$ cat src/rtl/core/gsf_pkg.sv
// Shared types, character codes and check helpers for the sentence framer.
package gsf_pkg;

  localparam logic [7:0] CH_DOLLAR = 8'h24;
  localparam logic [7:0] CH_HASH   = 8'h23;
  localparam logic [7:0] CH_STAR   = 8'h2A;
  localparam logic [7:0] CH_CR     = 8'h0D;
  localparam logic [7:0] CH_LF     = 8'h0A;

  localparam logic [31:0] CRC_POLY = 32'hEDB8_8320;

  localparam logic [3:0] XOR_DIGITS = 4'd2;
  localparam logic [3:0] CRC_DIGITS = 4'd8;

  typedef enum logic [1:0] {
    END_OK       = 2'd0,
    END_NO_CHECK = 2'd1,
    END_MISMATCH = 2'd2,
    END_ABORT    = 2'd3
  } end_code_t;

  typedef struct packed {
    logic       is_status;
    logic [7:0] payload_byte;
    end_code_t  end_code;
    logic       crc_kind;
    logic [7:0] payload_len;
  } res_t;

  typedef struct packed {
    logic       ok;
    logic [3:0] value;
  } hex_t;

  function automatic hex_t hex_decode(input logic [7:0] b);
    hex_t h;
    h.ok    = 1'b1;
    h.value = 4'd0;
    if (b >= 8'h30 && b <= 8'h39) begin
      h.value = 4'(b - 8'h30);
    end else if (b >= 8'h41 && b <= 8'h46) begin
      h.value = 4'(b - 8'h41 + 8'd10);
    end else if (b >= 8'h61 && b <= 8'h66) begin
      h.value = 4'(b - 8'h61 + 8'd10);
    end else begin
      h.ok = 1'b0;
    end
    return h;
  endfunction

  // Reflected CRC-32, one byte, bitwise.
  function automatic logic [31:0] crc_byte(input logic [31:0] crc, input logic [7:0] b);
    logic [31:0] c;
    c = crc ^ {24'd0, b};
    for (int i = 0; i < 8; i++) begin
      c = c[0] ? ((c >> 1) ^ CRC_POLY) : (c >> 1);
    end
    return c;
  endfunction

endpackage

$ cat src/rtl/core/gsf_in_reg.sv
// Input register: holds one received byte until the engine takes it.
module gsf_in_reg
  import gsf_pkg::*;
(
  input  logic       clk,
  input  logic       rst,
  input  logic       rx_valid,
  output logic       rx_stall,
  input  logic [7:0] rx_byte,
  input  logic       advance,
  output logic       held_valid,
  output logic [7:0] held_byte
);

  assign rx_stall = held_valid && !advance;

  always_ff @(posedge clk) begin
    if (rst) begin
      held_valid <= 1'b0;
    end else if (!rx_stall) begin
      held_valid <= rx_valid;
    end
  end

  always_ff @(posedge clk) begin
    if (!rx_stall && rx_valid) begin
      held_byte <= rx_byte;
    end
  end

endmodule

$ cat src/rtl/core/gsf_engine.sv
// Sentence state machine: framing, running XOR and CRC, check digit compare.
module gsf_engine
  import gsf_pkg::*;
#(
  parameter int MAX_BYTES = 256
) (
  input  logic       clk,
  input  logic       rst,
  input  logic       take,
  input  logic [7:0] byte_in,
  output logic       emit,
  output res_t       res
);

  localparam int CNT_W = $clog2(MAX_BYTES);
  localparam logic [CNT_W-1:0] LIMIT = CNT_W'(MAX_BYTES - 2);

  typedef enum logic [1:0] {
    PH_WAIT  = 2'd0,
    PH_DATA  = 2'd1,
    PH_CHECK = 2'd2
  } phase_t;

  phase_t           phase, phase_next;
  logic             long_mode, long_mode_next;
  logic [7:0]       xor_sum, xor_sum_next;
  logic [31:0]      crc_run, crc_run_next;
  logic [31:0]      check_rx, check_rx_next;
  logic [3:0]       digit_count, digit_count_next;
  logic [CNT_W-1:0] stored_count, stored_count_next;

  logic  line_end;
  hex_t  hex;
  logic  match;
  logic [3:0] need;

  function automatic logic [7:0] sat_len(input logic [CNT_W-1:0] cnt);
    return (32'(cnt) > 32'd255) ? 8'd255 : 8'(cnt);
  endfunction

  assign line_end = (byte_in == CH_CR) || (byte_in == CH_LF);
  assign hex      = hex_decode(byte_in);
  assign need     = long_mode ? CRC_DIGITS : XOR_DIGITS;

  always_comb begin
    phase_next        = phase;
    long_mode_next    = long_mode;
    xor_sum_next      = xor_sum;
    crc_run_next      = crc_run;
    check_rx_next     = check_rx;
    digit_count_next  = digit_count;
    stored_count_next = stored_count;
    emit              = 1'b0;
    match             = 1'b0;
    res.is_status     = 1'b0;
    res.payload_byte  = 8'd0;
    res.end_code      = END_OK;
    res.crc_kind      = long_mode;
    res.payload_len   = sat_len(stored_count);

    unique case (phase)
      PH_DATA: begin
        if (byte_in == CH_STAR) begin
          phase_next       = PH_CHECK;
          check_rx_next    = 32'd0;
          digit_count_next = 4'd0;
        end else if (line_end) begin
          emit          = 1'b1;
          res.is_status = 1'b1;
          res.end_code  = END_NO_CHECK;
        end else if (stored_count < LIMIT) begin
          stored_count_next = stored_count + CNT_W'(1);
          if (long_mode) begin
            crc_run_next = crc_byte(crc_run, byte_in);
          end else begin
            xor_sum_next = xor_sum ^ byte_in;
          end
          emit             = 1'b1;
          res.payload_byte = byte_in;
          res.payload_len  = sat_len(stored_count_next);
        end
      end
      PH_CHECK: begin
        if (line_end) begin
          emit          = 1'b1;
          res.is_status = 1'b1;
          res.end_code  = END_ABORT;
        end else if (hex.ok) begin
          check_rx_next    = {check_rx[27:0], hex.value};
          digit_count_next = digit_count + 4'd1;
          if (digit_count_next >= need) begin
            match = long_mode ? (check_rx_next == crc_run)
                              : (check_rx_next[7:0] == xor_sum);
            emit          = 1'b1;
            res.is_status = 1'b1;
            res.end_code  = match ? END_OK : END_MISMATCH;
          end
        end
      end
      default: begin
        if (byte_in == CH_DOLLAR || byte_in == CH_HASH) begin
          phase_next        = PH_DATA;
          long_mode_next    = (byte_in == CH_HASH);
          xor_sum_next      = 8'd0;
          crc_run_next      = 32'd0;
          check_rx_next     = 32'd0;
          digit_count_next  = 4'd0;
          stored_count_next = '0;
        end else begin
          phase_next = PH_WAIT;
        end
      end
    endcase

    // close the sentence after any status transaction
    if (emit && res.is_status) begin
      phase_next        = PH_WAIT;
      long_mode_next    = 1'b0;
      xor_sum_next      = 8'd0;
      crc_run_next      = 32'd0;
      check_rx_next     = 32'd0;
      digit_count_next  = 4'd0;
      stored_count_next = '0;
    end
  end

  always_ff @(posedge clk) begin
    if (rst) begin
      phase        <= PH_WAIT;
      long_mode    <= 1'b0;
      xor_sum      <= 8'd0;
      crc_run      <= 32'd0;
      check_rx     <= 32'd0;
      digit_count  <= 4'd0;
      stored_count <= '0;
    end else if (take) begin
      phase        <= phase_next;
      long_mode    <= long_mode_next;
      xor_sum      <= xor_sum_next;
      crc_run      <= crc_run_next;
      check_rx     <= check_rx_next;
      digit_count  <= digit_count_next;
      stored_count <= stored_count_next;
    end
  end

endmodule

$ cat src/rtl/core/gsf_out_reg.sv
// Result register: holds one result transaction until the receiver takes it.
module gsf_out_reg
  import gsf_pkg::*;
(
  input  logic clk,
  input  logic rst,
  input  logic load_valid,
  input  res_t load_res,
  output logic advance,
  output logic res_valid,
  input  logic res_stall,
  output res_t res
);

  // move on when empty or when the held transaction leaves this cycle
  assign advance = !res_valid || !res_stall;

  always_ff @(posedge clk) begin
    if (rst) begin
      res_valid <= 1'b0;
    end else if (advance) begin
      res_valid <= load_valid;
    end
  end

  always_ff @(posedge clk) begin
    if (advance && load_valid) begin
      res <= load_res;
    end
  end

endmodule

$ cat src/rtl/core/gnss_sentence_framer_checker_top.sv
// Top level of the GNSS sentence framer and checksum checker.
//
//   channel | ports                                   | dir | one transaction
//   --------+-----------------------------------------+-----+----------------------------
//   rx      | rx_valid, rx_stall, rx_byte             | in  | one received character
//   res     | res_valid, res_stall, is_status,        | out | payload byte or end status
//           | payload_byte, end_code, crc_kind,       |     |
//           | payload_len                             |     |
//
// One byte per cycle sustained while res is not stalled; a byte is held in the input register
// and its result is loaded from there into the result register when that register can advance.
// The per-byte CRC and XOR update is the longest path between the two registers.
// Synchronous reset returns the framer to waiting for a start character.
// A stall on res holds the result register and backs up to rx_stall.
module gnss_sentence_framer_checker_top
  import gsf_pkg::*;
#(
  parameter int MAX_BYTES = 256
) (
  input  logic       clk,
  input  logic       rst,
  input  logic       rx_valid,
  output logic       rx_stall,
  input  logic [7:0] rx_byte,
  output logic       res_valid,
  input  logic       res_stall,
  output logic       is_status,
  output logic [7:0] payload_byte,
  output logic [1:0] end_code,
  output logic       crc_kind,
  output logic [7:0] payload_len
);

  logic       advance;
  logic       held_valid;
  logic [7:0] held_byte;
  logic       take;
  logic       emit;
  res_t       eng_res;
  res_t       out_res;

  assign take = held_valid && advance;

  gsf_in_reg u_in_reg (
    .clk        (clk),
    .rst        (rst),
    .rx_valid   (rx_valid),
    .rx_stall   (rx_stall),
    .rx_byte    (rx_byte),
    .advance    (advance),
    .held_valid (held_valid),
    .held_byte  (held_byte)
  );

  gsf_engine #(
    .MAX_BYTES (MAX_BYTES)
  ) u_engine (
    .clk     (clk),
    .rst     (rst),
    .take    (take),
    .byte_in (held_byte),
    .emit    (emit),
    .res     (eng_res)
  );

  gsf_out_reg u_out_reg (
    .clk        (clk),
    .rst        (rst),
    .load_valid (held_valid && emit),
    .load_res   (eng_res),
    .advance    (advance),
    .res_valid  (res_valid),
    .res_stall  (res_stall),
    .res        (out_res)
  );

  assign is_status    = out_res.is_status;
  assign payload_byte = out_res.payload_byte;
  assign end_code     = 2'(out_res.end_code);
  assign crc_kind     = out_res.crc_kind;
  assign payload_len  = out_res.payload_len;

endmodule

$ cat config.mk
export PLATFORM = sky130hd
export DESIGN_NAME = gnss_sentence_framer_checker_top
export DESIGN_NICKNAME = d
export VERILOG_FILES = /design/src/rtl/core/gsf_pkg.sv /design/src/rtl/core/gsf_in_reg.sv /design/src/rtl/core/gsf_engine.sv /design/src/rtl/core/gsf_out_reg.sv /design/src/rtl/core/gnss_sentence_framer_checker_top.sv
export SDC_FILE = /design/constraint.sdc
export NUM_CORES = 1
export LEC_CHECK = 0
export ABC_CLOCK_PERIOD_IN_PS = 5300
export BUFFER_PORTS_ARGS = -buffer_cell sky130_fd_sc_hd__buf_4
export CORE_ASPECT_RATIO = 1.2
export CORE_UTILIZATION = 65
export CTS_CLUSTER_SIZE = 10
export DETAILED_ROUTE_END_ITERATION = 6
export GPL_ROUTABILITY_DRIVEN = 0
export MAX_ROUTING_LAYER = met4
export PLACE_DENSITY_LB_ADDON = 0.15
export SYNTH_ARGS = -nofsm -noshare
export SYNTH_HDL_FRONTEND = slang
export SYNTH_SLANG_ARGS = --single-unit
$ cat constraint.sdc
create_clock -name clk -period 5.3 [get_ports clk]
set_input_delay 0.795 -clock clk [delete_from_list [all_inputs] [get_ports clk]]
set_output_delay 0.795 -clock clk [all_outputs]
set_load 0.02 [all_outputs]
# == After elaboration in Yosys (flattened, before gate mapping) ==
# Cells that the tools add are included.
# word_totals
reg_bits,113
latchBits,0
ramBits,0
mem_bits_ro,0
out_inout_bits,22
wordCells,160
memories,0
# op_classes
add_sub_neg,7
mul,0
div,0
magnitude_cmp,8
n_eq_ne,19
n_shift,0
mux,72
bitwise,12
n_reduce_logical,27
# ops
op,count
$mux 32,14
$mux 28,4
$not 13->14,8
$mux 8,13
$pmux 32 s2,1
$pmux 28 s2,1
$mux 4,9
$eq 32x32->1,1
$pmux 8 s2,2
$xor 32x8->32,1
$eq 8x6->1 const B,3
$eq 8x4->1 const B,2
$ge 8x7->1 const B,2
$le 8x7->1 const B,2
$mux 1,16
$reduce_and 7->1,2
$mux 2,6
$ne 3x1->1 const B,4
$ne 3x3->1 const B,4
$sub 4x1->4 const B,3
$mux 11,1
$logic_and 1x1->1,9
$reduce_and 3->1,3
$add 4x4->4 const B,2
other kinds (23),32

# == Logic depth before layout (Yosys ltp) ==
# depth
word_depth,23
mapped_depth,12

# == Modules after synthesis ==
# From an unflattened synthesis, not the netlist that was laid out.
# unflattened
cells_unflattened,701
hier_area_um2,6282.3
# modules_own_cells
mod,instances,cells_per_inst,area_per_inst_um2
gsf_engine,1,662,5340.1
gsf_out_reg,1,25,639.4
gsf_in_reg,1,12,290.3
gnss_sentence_framer_checker_top,1,2,12.5

# == Worst setup path after synthesis ==
# Ideal clock, no wire load.
# synth_timing
path_kind,reg2reg
from,register u_in_reg.held_byte[0]
to,"register u_out_reg.res[0] in the netlist's numbering, enable pin"
arrival_ns,2.413
required_ns,4.963
path_slack_ns,2.549
path_stages_with_launch,10
path_buffers,0
synth_period_minus_slack_ns,2.751
cell_sequence,edfxtp_1 inv_1 ha_1 inv_1 o311a_1 a21o_1 a21oi_1 inv_1 o21ai_0 inv_1
# synth_via
elab_chain_len,10
word_cells_on_any_way,23
# synth_lines
item,line_no,source
start: declaration,gsf_in_reg.sv:12,output logic [7:0] held_byte
start signal: assignment,gsf_in_reg.sv:27,held_byte <= rx_byte;
$ge 8x7->1 / $le 8x7->1 (equally long branches),gsf_pkg.sv:43,end else if (b >= 8'h61 && b <= 8'h66) begin
$logic_and 1x1->1,gsf_pkg.sv:43,
$mux 1,gsf_pkg.sv:43,
$mux 1,gsf_pkg.sv:41,end else if (b >= 8'h41 && b <= 8'h46) begin
$mux 1,gsf_pkg.sv:39,if (b >= 8'h30 && b <= 8'h39) begin
$mux 1,gsf_engine.sv:88,end else if (hex.ok) begin
$mux 1,gsf_engine.sv:84,if (line_end) begin
$pmux 1 s2 *,gsf_engine.sv:61,unique case (phase)
$logic_and 1x1->1 *,gnss_sentence_framer_checker_top.sv:69,".load_valid (held_valid && emit),"
$logic_and 1x1->1 *,gsf_out_reg.sv:27,if (advance && load_valid) begin
end signal: assignment,gsf_out_reg.sv:28,res <= load_res;
end: declaration,gsf_out_reg.sv:12,output res_t res
# Mark *: on every way between the ends. The rest lies on a longest branch, timed or not.
# A chain may end at the register's enable or synchronous reset.

# == Worst setup path in the final report ==
# layout_timing
from,register u_in_reg.held_byte[0]
to,register u_engine.crc_run[27]
# layout_via
elab_chain_len,11
word_cells_on_any_way,36
# layout_lines
item,line_no,source
$ge 8x7->1 / $le 8x7->1 (equally long branches),gsf_pkg.sv:43,
$logic_and 1x1->1,gsf_pkg.sv:43,
$mux 1,gsf_pkg.sv:43,
$mux 1,gsf_pkg.sv:41,
$mux 1,gsf_pkg.sv:39,
$mux 1,gsf_engine.sv:88,
$mux 1,gsf_engine.sv:84,
$pmux 1 s2,gsf_engine.sv:61,
$logic_and 1x1->1,gsf_engine.sv:116,if (emit && res.is_status) begin
"$ne 3x1->1 (no line), or another cell as far along",n/a,
$reduce_and 7->1 (no line),n/a,
end signal: assignment,gsf_engine.sv:140,crc_run <= crc_run_next;
end: declaration,gsf_engine.sv:27,"logic [31:0] crc_run, crc_run_next;"
# Parallel ways exist; a longest one is shown, timed or not.

==> metrics <==
Tcrit/Tclk final 0.7394; Worst Reg2Reg Path Length in Cells 9; met3 WL ~850 µm; f_max 0.2552 GHz; met2 wire length a little under 8000 µm; setup_tns 0 ns; Fin. Hold Viols 0; Max-slew headroom 0.2393; Yosys warning total 0; Hold Path Sink u_in_reg.held_byte[1]$_DFFE_PP_; number of flops mapped to enable cells by yosys 28; vias after detailed routing slightly above 5000; # IOs 34; Hold Path Depth 1; pin count of the biggest net entering global routing a little over 70; post-route ant nets 0; Num CTS Buffers 17; r2r startpoint u_in_reg.held_byte[0]$_DFFE_PP_; syn_area_per_cell ~8.9 µm²; post-CTS setup buffers 0; max-cap violations 0; Core Region approximately 9100 µm²; post-CTS sizing 0; critical path arrival about 4.4 ns; worst skew pair latency ~0.54 ns; Post-route DRC 0; CP endpoint kind flip-flop; final non-filler cell total around 840; sequential fraction of the synthesis area 0.4144; PwrDens between 300 and 400 nW/µm²; vias in the first global route about 5000; vias per inst around 6.1; Post-CTS Hold Buffers 0; Final HPWL DP between 10000 and 15000 µm; row count 38; final core utilization 0.7710; Die X ~91 µm; Routed WL ~15000 µm; M1 wire length 5951 µm; Worst-Margin Slew 1.141 ns; global-route wire length before repair 25040 µm; CP required approximately 5.8 ns; Async SR Flop Fraction 0; DR pass1 iterations 5; DR top layer met4; fin nets 727; most common flop cell mapped by yosys dfxtp_1; R2R Path End u_engine.crc_run[27]$_SDFFE_PP0P_; startpoint types flip-flop; H-tree Lvls 4; placed cells 805; drt wl/cell about 18 µm; Worst-path clk slew approximately 0.060 ns; R2R setup slack 1.38 ns; final worst path period need 3.919 ns; CTS tree built; 1st-iter DRT viols between 400 and 500; Inserted Diodes 0; Final Slew Violations 0; worst hold path class input port to flip-flop; Worst Setup SP u_in_reg.held_byte[0]$_DFFE_PP_; status finished clean; post-synthesis instance total about 700; die area 9834 µm²; CTS max path bufs 2; hold_sp rx_byte[1]; antenna violations before repair 0; syn_nets 710; Area growth, synth to finish 14.11%; Crit Path Max Fanout 23; Worst VDD drop 0.2844 mV; Initial Utilization 0.6757; Post-Syn Area a little over 6000 µm²; clock root buffer clkbuf_8; DIE HEIGHT around 110 µm; total track usage 0.3437; # clock sinks around 110; port bufs 33; Final Skew 0.008463 ns; LEAKAGE 2.512 nW; WS Path Type flip-flop to flip-flop; grt ovf 0; Distinct cells, synth between 60 and 70; fraction of layout cells with a size suffix above 1 0.1283; RSZ-0062 raised after global routing no; Synth Register Bits roughly 110; Final setup violation count 0
-- Yosys cell counts (all sizes together), types with 2 or more instances --
| cell type | count | area share |
|---|---|---|
| dfxtp | 85 | 0.28 |
| xnor2 | 85 | 0.13 |
| nand2 | 79 | 0.048 |
| a21oi | 78 | 0.064 |
| nand3 | 68 | 0.056 |
| xor2 | 37 | 0.061 |
| nor2 | 33 | 0.020 |
| edfxtp | 28 | 0.14 |
| clkbuf | 25 | 0.015 |
| inv | 16 | 0.0098 |
| nand4 | 15 | 0.015 |
| buf | 13 | 0.010 |
| and3 | 12 | 0.012 |
| ha | 11 | 0.022 |
| nor3 | 11 | 0.0098 |
| o21ai | 11 | 0.0096 |
| or3 | 10 | 0.010 |
| nor4 | 9 | 0.0092 |
| mux2i | 7 | 0.011 |
| a211oi | 4 | 0.0049 |
| a21o | 4 | 0.0049 |
| nor2b | 4 | 0.0041 |
| and2 | 3 | 0.0031 |
| nand2b | 3 | 0.0031 |
| o211ai | 3 | 0.0045 |
| a211o | 2 | 0.0029 |
| a31o | 2 | 0.0029 |
| a31oi | 2 | 0.0020 |
| a32oi | 2 | 0.0029 |
| o311ai | 2 | 0.0029 |
| or2 | 2 | 0.0020 |
-- how the worst max path moves through the flow --
stage	end	slack, ns
finish	u_engine.crc_run[27]$_SDFFE_PP0P_	1.38
global route	u_engine.crc_run[0]$_SDFFE_PP0P_	1.15
CTS	u_engine.crc_run[12]$_SDFFE_PP0P_	1.51
detailed placement	u_engine.crc_run[12]$_SDFFE_PP0P_	1.54
global placement	u_engine.crc_run[28]$_SDFFE_PP0P_	1.71
floorplan	u_out_reg.res[0]$_DFFE_PP_	2.55
-- state kept, by name, summed over array words and instances (netlist names) --
signal                 cells
u_engine.crc_run          32
u_engine.check_rx         28
u_out_reg.res             20
u_engine.stored_count      8
u_engine.xor_sum           8
u_in_reg.held_byte         8
u_engine.digit_count       4
u_engine.phase             2
u_engine.long_mode         1
u_in_reg.held_valid        1
u_out_reg.res_valid        1
-- power by group --
part           internal (mW)  switching (mW)
sequential             0.887          0.0172
clock                  0.701           0.428
combinational         0.0948           0.123
total                   1.68           0.568
-- placed cells by master (no fill, tap or decap), types with 3 or more instances in the layout --
cell         n
edfxtp_1    28
a21o_1       4
clkinvlp_4   3
inv_1       16
clkbuf_16   17
inv_6        3
nor2_1      33
and2_1       3
mux2i_1      7
o21ai_0     10
ha_1        11
buf_4       36
xnor2_2      5
clkinv_4     3
and3_1      12
nand4_1     15
nand2b_1     3
a211oi_1     3
nand3_1     67
xor2_1      33
nand2_1     79
a21oi_1     76
nor3_1      10
dfxtp_1     85
or3_1       10
nor4_1       9
xnor2_1     80
nor2b_1      4
-- critical path, stage by stage, from the launching register on --
cell and delay, ns:
edfxtp_1 0.54, inv_1 0.28, ha_1 0.26, nor2_1 0.05, o211ai_1 0.37, a21oi_2 0.21, o221ai_1 0.87, a32o_1 0.89
nand3_1 0.15, a21oi_1 0.21
-- cells by family (layout without fill, tap and decap cells) --
logic type      after synthesis  count (layout)  share of synthesized area
buf+inv                      54              84                    0.03507
compound gates              124             124                     0.1228
fa+ha+maj                    11              11                    0.02243
xor+xnor                    122             122                     0.1888
mux                           8               8                    0.01325
flops                       113             113                     0.4144
simple gates                255             255                     0.2033
-- area by class of cell --
class	count	area (µm²)
well taps	120	150.1
inverters	16	60.06
flip-flops and latches	113	2542
fillers	598	2079
multi-input cells	520	3387
clock inverters	14	152.6
repair buffers	36	270.3
clock buffers	18	439.2
-- metrics by stage --
step	setup WS (ns)	hold WS (ns)	cell area, µm²	total power, mW
after floorplan	2.549	0.4434	6136	1.088
after global placement	1.712	0.4539	6410	1.129
after detailed placement	1.536	0.4595	6410	1.132
after CTS	1.514	0.4129	7002	2.259
after global routing	1.148	0.4229	7002	2.320
final	1.381	0.4351	7002	2.251
-- per-layer routing --
| layer | track usage | up-vias |
|---|---|---|
| li1 | - | 2436 |
| met2 | 0.5741 | 212 |
| met3 | 0.07595 | 63 |
| met1 | 0.3719 | 2433 |
| met5 | - | - |
| met4 | 0.2189 | 0 |
No activity file was read; power rests on OpenSTA's default activity.
